### config.mk
export PLATFORM = sky130hd
export DESIGN_NAME = keypad_debounce_hold_detect_unit
export DESIGN_NICKNAME = d
export VERILOG_FILES = /design/src/rtl/core/kdhd_pkg.sv /design/src/rtl/core/keypad_debounce_hold_detect_unit.sv /design/src/rtl/core/kdhd_button_cell.sv
export VERILOG_INCLUDE_DIRS = /design/src /design/src/rtl/core
export SDC_FILE = /design/constraint.sdc
export NUM_CORES = 1
export LEC_CHECK = 0
export ABC_AREA = 1
export BUFFER_PORTS_ARGS = -buffer_cell sky130_fd_sc_hd__buf_2
export CAP_MARGIN = 10
export CORE_MARGIN = 8
export CORE_UTILIZATION = 45
export CTS_BUF_LIST = sky130_fd_sc_hd__clkbuf_4 sky130_fd_sc_hd__clkbuf_8
export DETAILED_ROUTE_END_ITERATION = 8
export GPL_TIMING_DRIVEN = 0
export PLACE_DENSITY = 0.6
export SYNTH_ARGS = -nofsm -noshare
export SYNTH_HDL_FRONTEND = slang
export SYNTH_SLANG_ARGS = --single-unit
### constraint.sdc
create_clock -name clock -period 6.7 [get_ports clock]
set_clock_uncertainty 0.15 [all_clocks]
set_input_delay 1.34 -clock clock [delete_from_list [all_inputs] [get_ports clock]]
set_output_delay 1.34 -clock clock [all_outputs]
set_load 0.005 [all_outputs]
### src/rtl/core/keypad_debounce_hold_detect_unit_macros.svh
// assertion macros for the keypad debounce and hold detect unit
`ifndef KEYPAD_DEBOUNCE_HOLD_DETECT_UNIT_MACROS_SVH
`define KEYPAD_DEBOUNCE_HOLD_DETECT_UNIT_MACROS_SVH
`ifndef SYNTH
// condition implies consequence in the same cycle
`define KDHD_ASSERT_NOW(label, clk, rst, cond, cons) \
   label: assert property (@(posedge clk) disable iff (rst) (cond) |-> (cons)) \
      else $error("kdhd assertion failed");
// condition implies consequence in the next cycle
`define KDHD_ASSERT_NEXT(label, clk, rst, cond, cons) \
   label: assert property (@(posedge clk) disable iff (rst) (cond) |=> (cons)) \
      else $error("kdhd assertion failed");
`else
`define KDHD_ASSERT_NOW(label, clk, rst, cond, cons)
`define KDHD_ASSERT_NEXT(label, clk, rst, cond, cons)
`endif
`endif

### src/rtl/core/kdhd_pkg.sv
// shared types and constants of the keypad debounce and hold detect unit
`default_nettype none
package kdhd_pkg;
   localparam int NUM_BUTTONS = 9;
   localparam int COUNT_WIDTH = 8;
   localparam int THR_W       = 8;
   localparam int ROW_W       = 3;
   localparam int KIND_W      = 2;
   localparam int CSR_IDX_W   = 2;
   localparam int CMP_W       = (COUNT_WIDTH > THR_W) ? COUNT_WIDTH : THR_W;

   localparam logic [COUNT_WIDTH-1:0] CNT_MAX = {COUNT_WIDTH{1'b1}};

   typedef enum logic [KIND_W-1:0] {
      KIND_SCAN  = 2'd0,
      KIND_POLL  = 2'd1,
      KIND_CLEAR = 2'd2,
      KIND_NONE  = 2'd3
   } kind_type;

   localparam logic [CSR_IDX_W-1:0] CSR_PRESS_THR   = 2'd0;
   localparam logic [CSR_IDX_W-1:0] CSR_RELEASE_THR = 2'd1;

   // control from the top level to every button cell
   typedef struct packed {
      logic             update;
      logic             raw_zero;
      logic [THR_W-1:0] press_thr;
      logic [THR_W-1:0] release_thr;
   } scan_ctl_type;

   // status from one button cell
   typedef struct packed {
      logic pressed;
      logic pressed_next;
      logic held_hit;
   } cell_stat_type;
endpackage
`default_nettype wire

### src/rtl/core/keypad_debounce_hold_detect_unit.sv
// Keypad debounce and hold detect unit: a 3x3 active-low button matrix is
// debounced with per-button press and release counters; a saturating hold
// counter sets a sticky held bit. Every item (scan, poll, clear or none)
// gives one result. Items are taken into an input register and the work is
// done between that register and the result register, so one item is
// accepted every cycle; the only limit is the result register, which holds
// while rsp_stall is high. Thresholds are written over the csr port, which
// is always ready.
`default_nettype none
`include "keypad_debounce_hold_detect_unit_macros.svh"
module keypad_debounce_hold_detect_unit (
   input  wire logic                             clock,
   input  wire logic                             reset,
   input  wire logic                             req_valid,
   output logic                                  req_stall,
   input  wire logic [kdhd_pkg::KIND_W-1:0]      req_kind,
   input  wire logic [kdhd_pkg::ROW_W-1:0]       req_row_top,
   input  wire logic [kdhd_pkg::ROW_W-1:0]       req_row_middle,
   input  wire logic [kdhd_pkg::ROW_W-1:0]       req_row_bottom,
   input  wire logic [kdhd_pkg::NUM_BUTTONS-1:0] req_button_mask,
   output logic                                  rsp_valid,
   input  wire logic                             rsp_stall,
   output logic [kdhd_pkg::NUM_BUTTONS-1:0]      rsp_pressed_vector,
   output logic [kdhd_pkg::NUM_BUTTONS-1:0]      rsp_held_vector,
   output logic [kdhd_pkg::NUM_BUTTONS-1:0]      rsp_released_events,
   output logic                                  rsp_activity,
   input  wire logic                             csr_valid,
   output logic                                  csr_ready,
   input  wire logic [kdhd_pkg::CSR_IDX_W-1:0]   csr_index,
   input  wire logic [kdhd_pkg::THR_W-1:0]       csr_data
);
   localparam int NB = kdhd_pkg::NUM_BUTTONS;

   logic [kdhd_pkg::THR_W-1:0] press_thr_ff, release_thr_ff;

   logic                       in_valid_ff;
   kdhd_pkg::kind_type         kind_ff;
   logic [kdhd_pkg::ROW_W-1:0] top_ff, mid_ff, bot_ff;
   logic [NB-1:0]              mask_ff;

   logic          out_valid_ff;
   logic [NB-1:0] pressed_ff, held_out_ff, events_ff;
   logic          activity_ff;

   logic [NB-1:0] held_ff, held_in;
   logic [NB-1:0] pressed_in, events_in, raw, deb_now, deb_next, hit;
   logic          activity_in, advance, step;

   kdhd_pkg::scan_ctl_type  ctl;
   kdhd_pkg::cell_stat_type stat [NB];

   assign csr_ready = 1'b1;

   always_ff @(posedge clock) begin
      if (reset) begin
         press_thr_ff   <= 8'd3;
         release_thr_ff <= 8'd3;
      end else if (csr_valid && csr_ready) begin
         unique case (csr_index)
            kdhd_pkg::CSR_PRESS_THR:   press_thr_ff   <= csr_data;
            kdhd_pkg::CSR_RELEASE_THR: release_thr_ff <= csr_data;
            default: ;
         endcase
      end
   end

   // input stage moves on whenever the result register is free or drains
   assign advance   = !out_valid_ff || !rsp_stall;
   assign step      = in_valid_ff && advance;
   assign req_stall = in_valid_ff && !advance;

   always_ff @(posedge clock) begin
      if (reset) begin
         in_valid_ff <= 1'b0;
      end else if (advance || !in_valid_ff) begin
         in_valid_ff <= req_valid;
      end
   end

   always_ff @(posedge clock) begin
      if (req_valid && !req_stall) begin
         kind_ff <= kdhd_pkg::kind_type'(req_kind);
         top_ff  <= req_row_top;
         mid_ff  <= req_row_middle;
         bot_ff  <= req_row_bottom;
         mask_ff <= req_button_mask;
      end
   end

   assign raw = ~{top_ff, mid_ff, bot_ff};

   assign ctl.update      = step && (kind_ff == kdhd_pkg::KIND_SCAN);
   assign ctl.raw_zero    = (raw == '0);
   assign ctl.press_thr   = press_thr_ff;
   assign ctl.release_thr = release_thr_ff;

   for (genvar b = 0; b < NB; b++) begin : g_cell
      kdhd_button_cell u_cell (
         .clock (clock),
         .reset (reset),
         .ctl   (ctl),
         .raw   (raw[b]),
         .stat  (stat[b])
      );
      assign deb_now[b]  = stat[b].pressed;
      assign deb_next[b] = stat[b].pressed_next;
      assign hit[b]      = stat[b].held_hit;
   end

   always_comb begin
      pressed_in  = deb_now;
      held_in     = held_ff;
      events_in   = '0;
      activity_in = 1'b0;
      unique case (kind_ff)
         kdhd_pkg::KIND_SCAN: begin
            pressed_in  = deb_next;
            held_in     = held_ff | hit;
            activity_in = !ctl.raw_zero;
         end
         kdhd_pkg::KIND_POLL: begin
            events_in = held_ff & mask_ff & ~deb_now;
            held_in   = held_ff & ~events_in;
         end
         kdhd_pkg::KIND_CLEAR: begin
            held_in = held_ff & ~mask_ff;
         end
         default: ;
      endcase
   end

   always_ff @(posedge clock) begin
      if (reset) begin
         held_ff      <= '0;
         out_valid_ff <= 1'b0;
      end else begin
         if (step) begin
            held_ff <= held_in;
         end
         if (advance) begin
            out_valid_ff <= in_valid_ff;
         end
      end
   end

   always_ff @(posedge clock) begin
      if (step) begin
         pressed_ff  <= pressed_in;
         held_out_ff <= held_in;
         events_ff   <= events_in;
         activity_ff <= activity_in;
      end
   end

   assign rsp_valid           = out_valid_ff;
   assign rsp_pressed_vector  = pressed_ff;
   assign rsp_held_vector     = held_out_ff;
   assign rsp_released_events = events_ff;
   assign rsp_activity        = activity_ff;

   // released buttons are never reported as still pressed
   `KDHD_ASSERT_NOW(a_events_not_pressed, clock, reset, out_valid_ff,
      (events_ff & pressed_ff) == '0)
   // a reported release drops its held bit
   `KDHD_ASSERT_NOW(a_events_clear_held, clock, reset, out_valid_ff,
      (events_ff & held_out_ff) == '0)
   // only a poll reports events and it never reports activity
   `KDHD_ASSERT_NOW(a_events_no_activity, clock, reset,
      out_valid_ff && (events_ff != '0), !activity_ff)
   // a drained result with nothing behind it leaves the output empty
   `KDHD_ASSERT_NEXT(a_drain_empty, clock, reset,
      out_valid_ff && !rsp_stall && !in_valid_ff, !out_valid_ff)
   // the input side stalls only with an item waiting in the input register
   `KDHD_ASSERT_NOW(a_stall_needs_item, clock, reset, req_stall,
      in_valid_ff && out_valid_ff)
endmodule
`default_nettype wire

### src/rtl/core/kdhd_button_cell.sv
// one button: press, release and hold counters with its debounced bit
`default_nettype none
module kdhd_button_cell (
   input  wire logic                   clock,
   input  wire logic                   reset,
   input  wire kdhd_pkg::scan_ctl_type ctl,
   input  wire logic                   raw,
   output kdhd_pkg::cell_stat_type     stat
);
   localparam int CNT_W = kdhd_pkg::COUNT_WIDTH;
   localparam int CMP_W = kdhd_pkg::CMP_W;

   logic [CNT_W-1:0] press_ff,   press_in;
   logic [CNT_W-1:0] release_ff, release_in;
   logic [CNT_W-1:0] hold_ff,    hold_in;
   logic             deb_ff,     deb_in;
   logic [CNT_W-1:0] press_inc, release_inc, hold_inc;

   assign press_inc   = press_ff + CNT_W'(1);
   assign release_inc = release_ff + CNT_W'(1);
   assign hold_inc    = hold_ff + CNT_W'(1);

   always_comb begin
      press_in   = raw ? press_inc : press_ff;
      release_in = raw ? release_ff : release_inc;
      deb_in     = deb_ff;
      if (CMP_W'(press_in) > CMP_W'(ctl.press_thr)) begin
         deb_in   = 1'b1;
         press_in = '0;
      end
      if (CMP_W'(release_in) > CMP_W'(ctl.release_thr)) begin
         deb_in     = 1'b0;
         release_in = '0;
      end
      // hold count saturates while the debounced bit stays set
      if (deb_in) begin
         hold_in = (hold_ff == kdhd_pkg::CNT_MAX) ? hold_ff : hold_inc;
      end else begin
         hold_in = '0;
      end
   end

   assign stat.pressed      = deb_ff;
   assign stat.pressed_next = deb_in & ~ctl.raw_zero;
   assign stat.held_hit     = CMP_W'(hold_in) > CMP_W'(ctl.press_thr);

   always_ff @(posedge clock) begin
      if (reset) begin
         press_ff   <= '0;
         release_ff <= '0;
         hold_ff    <= '0;
         deb_ff     <= 1'b0;
      end else if (ctl.update) begin
         if (ctl.raw_zero) begin
            // all-released sample wipes the counters and debounced bit
            press_ff   <= '0;
            release_ff <= '0;
            hold_ff    <= '0;
            deb_ff     <= 1'b0;
         end else begin
            press_ff   <= press_in;
            release_ff <= release_in;
            hold_ff    <= hold_in;
            deb_ff     <= deb_in;
         end
      end
   end
endmodule
`default_nettype wire

==> results.sh <==
export IMPL_cts_clk_slew_worst_paths_ns=0.06
export IMPL_min_from="g_cell[3].u_cell.deb_ff"
export IMPL_synth_top_family_by_area="simple AND/OR/NAND/NOR gates"
export IMPL_worst_pin_slew_ns=0.979
export IMPL_final_common_cell="nand2_1"
export IMPL_yosys_area_share_simple_pct=28.2
export IMPL_fillers=4575
export IMPL_dieArea_mm2=0.0539
export IMPL_drc_errors=0
export IMPL_synth_fp_nets=3285
export IMPL_min_path_type="reg -> reg"
export IMPL_holdPathEnd="g_cell[3].u_cell.deb_ff"
export IMPL_status="complete, no violations"
export IMPL_path_max_fanout=10
export IMPL_setup_violations=0
export IMPL_path_class="reg -> reg"
export IMPL_slew_headroom_pct=34.6
export IMPL_reg2regPathDepth=21
export IMPL_row_count=79
export IMPL_post_cts_setup_buffers=0
export IMPL_cp_end_kind="register"
export IMPL_timing_hold_violations_final=0
export IMPL_insertion_delay_ns=0.69
export IMPL_cellLeakagePower_nw=10.4
export IMPL_fmax_mhz=221
export IMPL_hpwl_mm=46.2
export IMPL_grt_pass1_wl_mm=103
export IMPL_reg2reg_to="rsp_held_vector[1]"
export IMPL_start_kind="register"
export IMPL_io_buffer_count=64
export IMPL_synth_edf_count=48
export IMPL_ant_nets=0
export IMPL_synth_warning_count=0
export IMPL_synthMuxAreaShare_pct=0
export IMPL_grt_overflow=0
export IMPL_fin_tns_setup_ns=0
export IMPL_synth_cells=3003
export IMPL_cp_arrival_ns=4.78
export IMPL_maxCapViolCount=0
export IMPL_grt_start_max_net_pins=25
export IMPL_holdBufCountCts=0
export IMPL_area_delta_synth_final_pct=12.0
export IMPL_io_pins=66
export IMPL_finalNetCount=3416
export IMPL_ys_types=38
export IMPL_cts_resized_gates=0
export IMPL_ys_ff_latch=300
export IMPL_synth_top_cell_area_share_pct=24.0
export IMPL_power_per_cell_area_mw_per_mm2=186
export IMPL_synth_top_cells_by_area="dfxtp_1, nand2_1, ha_1, a21oi_1, edfxtp_1"
export IMPL_dr_pass1_iters=6
export IMPL_rsz0062_at_grt="false"
export IMPL_vias=20600
export IMPL_ir_worst_vdd_uv=151
export IMPL_core_area_mm2=0.0464
export IMPL_synthAdderAreaFrac_pct=14.7
export IMPL_via_per_inst=5.42
export IMPL_wl_mm=65.9
export IMPL_required_ns=6.96
export IMPL_final_layout_size_suffix_gt1_share_pct=8.77
export IMPL_synth_xor_area_share_pct=5.29
export IMPL_final_util_pct=50.8
export IMPL_mostFrequentLayoutCells="nand2_1, a21oi_1, inv_1"
export IMPL_synth_top_area_cell="dfxtp_1"
export IMPL_rrSetupSlack_ns=2.18
export IMPL_finalPower_mw=4.37
export IMPL_reg2reg_from="bot_ff[1]"
export IMPL_finalCritPeriodShare_pct=67.5
export IMPL_synthesis_area_mm2=0.0210
export IMPL_antenna_found_initial=0
export IMPL_hold_path_depth=2
export IMPL_die_h_um=232
export IMPL_synth_yosys_seq_area_share_pct=30.8
export IMPL_cts_root_buf="clkbuf_8"
export IMPL_synth_compound_area_share_pct=12.6
export IMPL_wl_per_cell_um=17.4
export IMPL_grt_usage_pct=23.9
export IMPL_gp_congestion=0.917
export IMPL_clock_sinks=300
export IMPL_cts_tree="done"
export IMPL_htree_levels=2
export IMPL_cts_buffers=58
export IMPL_grt_pass1_vias=19300
export IMPL_die_width_um=232
export IMPL_drv_slew=0
export IMPL_clockBufferDepth=3
export IMPL_period_minus_slack_ns=4.52
export IMPL_syn_avg_cell_area_um2=7.00
export IMPL_yosys_most_used_dff="dfxtp_1"
export IMPL_initial_core_util_pct=45.4
export IMPL_ys_async_sr_fraction_pct=0
export IMPL_drtIter0Drc=1542
==> kinds of logic (layout without fill, tap and decap cells) <==
family          Yosys count  after routing
fa+ha+maj               247            247
flops                   300            300
other cells               1              2
simple gates           1402           1402
buf+inv                 434            614
compound gates          492            492
xor+xnor                127            127
==> critical path, cell delays in order, from the launching register on <==
cell      delay [ns]
edfxtp_1        0.38
buf_2           0.31
inv_1           0.20
nor3_1          0.37
nand3_1         0.14
xor2_1          0.22
ha_1            0.28
a21oi_1         0.15
o21a_1          0.13
nand2_1         0.05
nand2_1         0.30
nand2_1         0.29
a31oi_1         0.27
ha_1            0.28
a21oi_1         0.16
o21ai_0         0.11
nand2_1         0.06
nand2_1         0.04
nand2_1         0.09
nand2_1         0.06
nand2_1         0.15
inv_1           0.06
==> registers in the layout, summed over array words and instances (netlist names) <==
register and flops:
g_cell.u_cell.deb_ff 9, in_valid_ff 1, rsp_held_vector 9, rsp_activity 1
mask_ff 9, release_thr_ff 8, g_cell.u_cell.hold_ff 72, press_thr_ff 8
rsp_pressed_vector 9, mid_ff 3, g_cell.u_cell.press_ff 72, kind_ff 2
rsp_valid 1, held_ff 9, bot_ff 3, g_cell.u_cell.release_ff 72
top_ff 3, rsp_released_events 9
==> worst max path at each step <==
stage / startpoint / endpoint / slack (ns)
2_1_floorplan: mid_ff[1] / rsp_held_vector[4] / 3.23
3_3_place_gp: rsp_stall / rsp_pressed_vector[8] / 1.47
3_5_place_dp: bot_ff[1] / rsp_held_vector[1] / 2.23
4_1_cts: bot_ff[1] / rsp_held_vector[1] / 2.20
5_1_grt: bot_ff[1] / rsp_held_vector[1] / 1.87
6_report: bot_ff[1] / rsp_held_vector[1] / 2.18
==> final cells by class <==
type,instances,area [µm²],share of cell area (%)
Timing Repair Buffer,71,480,2.04
Sequential cell,300,6490,27.5
Tap cell,607,759,3.22
Inverter,322,1210,5.15
Antenna cell,1,2.50,0.0106
Multi-Input combinational cell,2269,12800,54.4
Clock inverter,9,47.5,0.202
Buffer,112,533,2.26
Clock buffer,100,1230,5.21
==> layer usage <==
layer | global-route usage [%] | up-vias | wire length, µm
met3 | 4.03 | 143 | 4580
met4 | 9.64 | 0 | 2460
met2 | 38.3 | 611 | 28900
met5 | 0 | - | 0
met1 | 31.6 | 9531 | 30000
li1 | - | 10300 | -
==> metrics by stage <==
stage / cells / hold WS (ns) / area (µm²) / setup WS (ns)
2_1_floorplan: 3003 / 0.294 / 21000 / 3.23
4_1_cts: 3789 / 0.315 / 23500 / 2.20
6_report: 3791 / 0.315 / 23600 / 2.18
3_3_place_gp: 3674 / 0.301 / 22100 / 1.47
3_5_place_dp: 3680 / 0.306 / 22200 / 2.23
5_1_grt: 3790 / 0.332 / 23500 / 1.87
==> where the power goes <==
part           leakage (nW)  internal [mW]  switching [mW]
registers              2.50           1.86          0.0197
logic                  7.24          0.137           0.357
clock network         0.679           1.14           0.857
total                  10.4           3.14            1.23
==> cells in the mapped netlist, types with 3 or more instances <==
cell,count
nor2_1,158
o22ai_1,9
o21a_1,13
dfxtp_1,252
buf_1,4
nand2_1,832
xnor2_1,40
a21oi_4,4
inv_1,314
o21bai_1,10
a31oi_1,45
a21oi_1,350
or2_2,24
ha_1,247
inv_2,4
nor3_1,44
nand3b_1,3
edfxtp_1,48
buf_2,50
a21o_1,5
xor2_1,87
nand4_1,76
clkbuf_1,50
buf_6,5
nand3_1,257
o21ai_0,52
buf_4,3
Note: power is estimated with default switching activity, not from simulation.
